**src/sv/tdr_ram.sv**
```systemverilog
`timescale 1ns / 1ps
`default_nettype none
module tdr_ram #(
  parameter int unsigned WIDTH = 8,
  parameter int unsigned DEPTH = 16,
  parameter int unsigned ADDR_W = (DEPTH > 1) ? $clog2(DEPTH) : 1
) (
  input  wire logic              clk,
  input  wire logic              we,
  input  wire logic [ADDR_W-1:0] waddr,
  input  wire logic [WIDTH-1:0]  wdata,
  input  wire logic              re,
  input  wire logic [ADDR_W-1:0] raddr,
  output logic      [WIDTH-1:0]  rdata
);

  logic [WIDTH-1:0] mem [DEPTH];

  always_ff @(posedge clk) begin
    if (we) begin
      mem[waddr] <= wdata;
    end
    if (re) begin
      rdata <= mem[raddr];
    end
  end

endmodule
`default_nettype wire

```
**config.mk**
```make
export PLATFORM = sky130hd
export DESIGN_NAME = tdr_ram
export DESIGN_NICKNAME = d
export VERILOG_FILES = /design/src/sv/tdr_ram.sv
export SDC_FILE = /design/constraint.sdc
export NUM_CORES = 1
export LEC_CHECK = 0
export BUFFER_PORTS_ARGS = -buffer_cell sky130_fd_sc_hd__clkbuf_2
export CAP_MARGIN = 25
export CELL_PAD_IN_SITES_DETAIL_PLACEMENT = 0
export CELL_PAD_IN_SITES_GLOBAL_PLACEMENT = 1
export CORE_UTILIZATION = 45
export CTS_CLUSTER_DIAMETER = 120
export DETAILED_ROUTE_END_ITERATION = 7
export PLACE_DENSITY_LB_ADDON = 0.1
export SYNTH_ARGS = -nofsm -noshare
export SYNTH_HDL_FRONTEND = slang
export SYNTH_SLANG_ARGS = --single-unit
```
**constraint.sdc**
```tcl
create_clock -name clk -period 1.83 [get_ports clk]
set_clock_uncertainty 0.2 [all_clocks]
set_input_delay 0.0915 -clock clk [delete_from_list [all_inputs] [get_ports clk]]
set_output_delay 0.0915 -clock clk [all_outputs]
set_load 0.01 [all_outputs]
```
==> results_dict.tcl <==
set metrics [dict create \
    status "completed" \
    ir_drop_mv 0.460 \
    syn_nets 248 \
    cts_resized 0 \
    crit_slowest_cell "mux4_1" \
    routed_wl_um 9880 \
    ys_types 18 \
    areaGrowthSynthToFinish_pct 20.7 \
    portBuffers 26 \
    postSynthCellCount 229 \
    syn_area_um2 5230 \
    finalSetupViolations 0 \
    relSlewSlack 0.721 \
    via_per_inst 5.52 \
    yosys_warnings 0 \
    drtAntennaViolNets 0 \
    arrival_ns 1.66 \
    wire_per_inst_um 22.1 \
    leakage_nw 2.16 \
    die-width_um 110 \
    first_iter_violations 156 \
    required_ns 1.78 \
    vias 2471 \
    cts_made_buffers 17 \
    fin_util 0.570 \
    post-place-cells 407 \
    fin_nets 314 \
    n_fill_cell 821 \
    root_buffer "clkbuf_16" \
    endpoint_kind "flop" \
    antenna_found_initial 0 \
    first_pass_iters 4 \
    gp_congestion 0.662 \
    grt_pass1_vias 2519 \
    drv_cap 0 \
    layout.cells.most_common "edfxtp_1" \
    path_class "flop to flop" \
    maxSlewViolCount 0 \
    grt_max_degree 33 \
    die_area_um2 12100 \
    diodes 0 \
    finalHoldViolations 0 \
    max_stage_delay_ns 0.53 \
    dp.final_hpwl_um 6090 \
    ys_seq_area_frac 0.781 \
    power_density_nw_per_um2 1140 \
    start_util 0.472 \
    htreeDepth 4 \
    most-common-layout-cells "136 x edfxtp_1, 26 x clkbuf_2, 19 x buf_4" \
    drc_errors 0 \
    cts_buffer_depth 2 \
    cp_max_fo 1 \
    drive_above_1_share 0.302 \
    cts_sinks 136 \
    synth_seq_cells 136 \
    grt_pass1_wl_um 15000 \
    syn_avg_cell_area_um2 22.8 \
    final_cells 448 \
    finalSetupTns_ns 0 \
    overflow 0 \
    critPathLaunchType "flop" \
    cts_tree "done" \
    fmax_ghz 0.586 \
    clk_latency_ns 0.42 \
    clkTransAtPathRegs_ns 0.06 \
    ios 27 \
    rrSetupSlack_ns 0.12 \
    grt_usage 0.187 \
    num_rows 38 \
    fin_crit_sh 0.932 \
    core_area_um2 11100 \
    worstHoldPathType "input port to flop" \
    worstMarginPinSlew_ns 0.418 \
    rsz0062_at_grt "no" \
    finalCriticalPeriod_ns 1.71 \
    die_h_um 110 \
    cp_cell_sequence "mux4_1 > a22oi_1 > nand2_1" \
]
==> logic make-up (layout without fill, tap and decap cells) <==
kind of cell,after synthesis,after routing,share of synthesized area
compound gates,16,16,0.0230
mux,32,32,0.148
flops,136,136,0.781
buf+inv,10,89,0.0165
simple gates,35,35,0.0314
==> power by group <==
part	switching [mW]	internal, mW
Sequential	0.0178	3.51
Clock	1.19	2.12
Combinational	0.188	0.156
Total	1.40	5.79
==> sequential cells by signal, summed over array words and instances, names as in the netlist <==
name   cells
mem      128
rdata      8
==> final cells by class <==
class | count | area [µm²] | area share
clock inverters | 11 | 130 | 0.0206
multi-input cells | 83 | 1060 | 0.168
well taps | 140 | 175 | 0.0278
clock buffers | 21 | 440 | 0.0698
repair buffers | 57 | 423 | 0.0670
flip-flops and latches | 136 | 4080 | 0.647
==> critical path, delay by kind of cell, from the launching register on <==
family	cells	cell delay (ns)
DFF	1	0.38
and+or+nand+nor	1	0.07
muxes	1	0.53
AOI/OAI and AO/OA	1	0.27
==> stage by stage <==
stage	hold WS (ns)	worst slack (ns)	power [mW]	area (µm²)
final	0.0557	0.124	7.18	6310
after global placement	0.317	0.0184	3.92	5650
after CTS	0.0437	0.128	7.23	6310
after floorplan	-0.00963	0.0456	3.77	5230
after detailed placement	0.312	-0.00726	3.93	5650
after global routing	0.0714	0.121	7.38	6310
==> Yosys cell counts, drive strengths merged <==
library cell	n	area [µm²]
nor3	4	20.0
or3b	1	8.76
nor2b	1	6.26
buf	7	56.3
nor2	13	48.8
and2	1	6.26
nand2	9	33.8
clkdlybuf4s25	3	30.0
nand3b	2	15.0
and2b	1	7.51
a22oi	16	120
nand2b	2	12.5
mux4	32	773
nand3	1	5.00
edfxtp	136	4080
==> what timing repair did <==
action	in CTS	in global routing
endpoints found under the hold margin	136	0
endpoints found under the setup margin	0	0
setup buffers	0	0
hold buffers	9	0
==> final timing paths <==
kind                    from        end  cells past startpoint
setup / recovery   mem[9][3]   rdata[3]                      3
hold / removal      waddr[0]  mem[0][5]                      3
setup reg to reg   mem[9][3]   rdata[3]                      3
hold reg to reg   mem[11][6]   rdata[6]                      3
==> layer usage <==
layer,share of wire,track usage
met5,0,0
met4,0.011,0.0771
met3,0.037,0.0510
met2,0.49,0.280
met1,0.46,0.259
No activity file was read; power rests on OpenSTA's default activity.
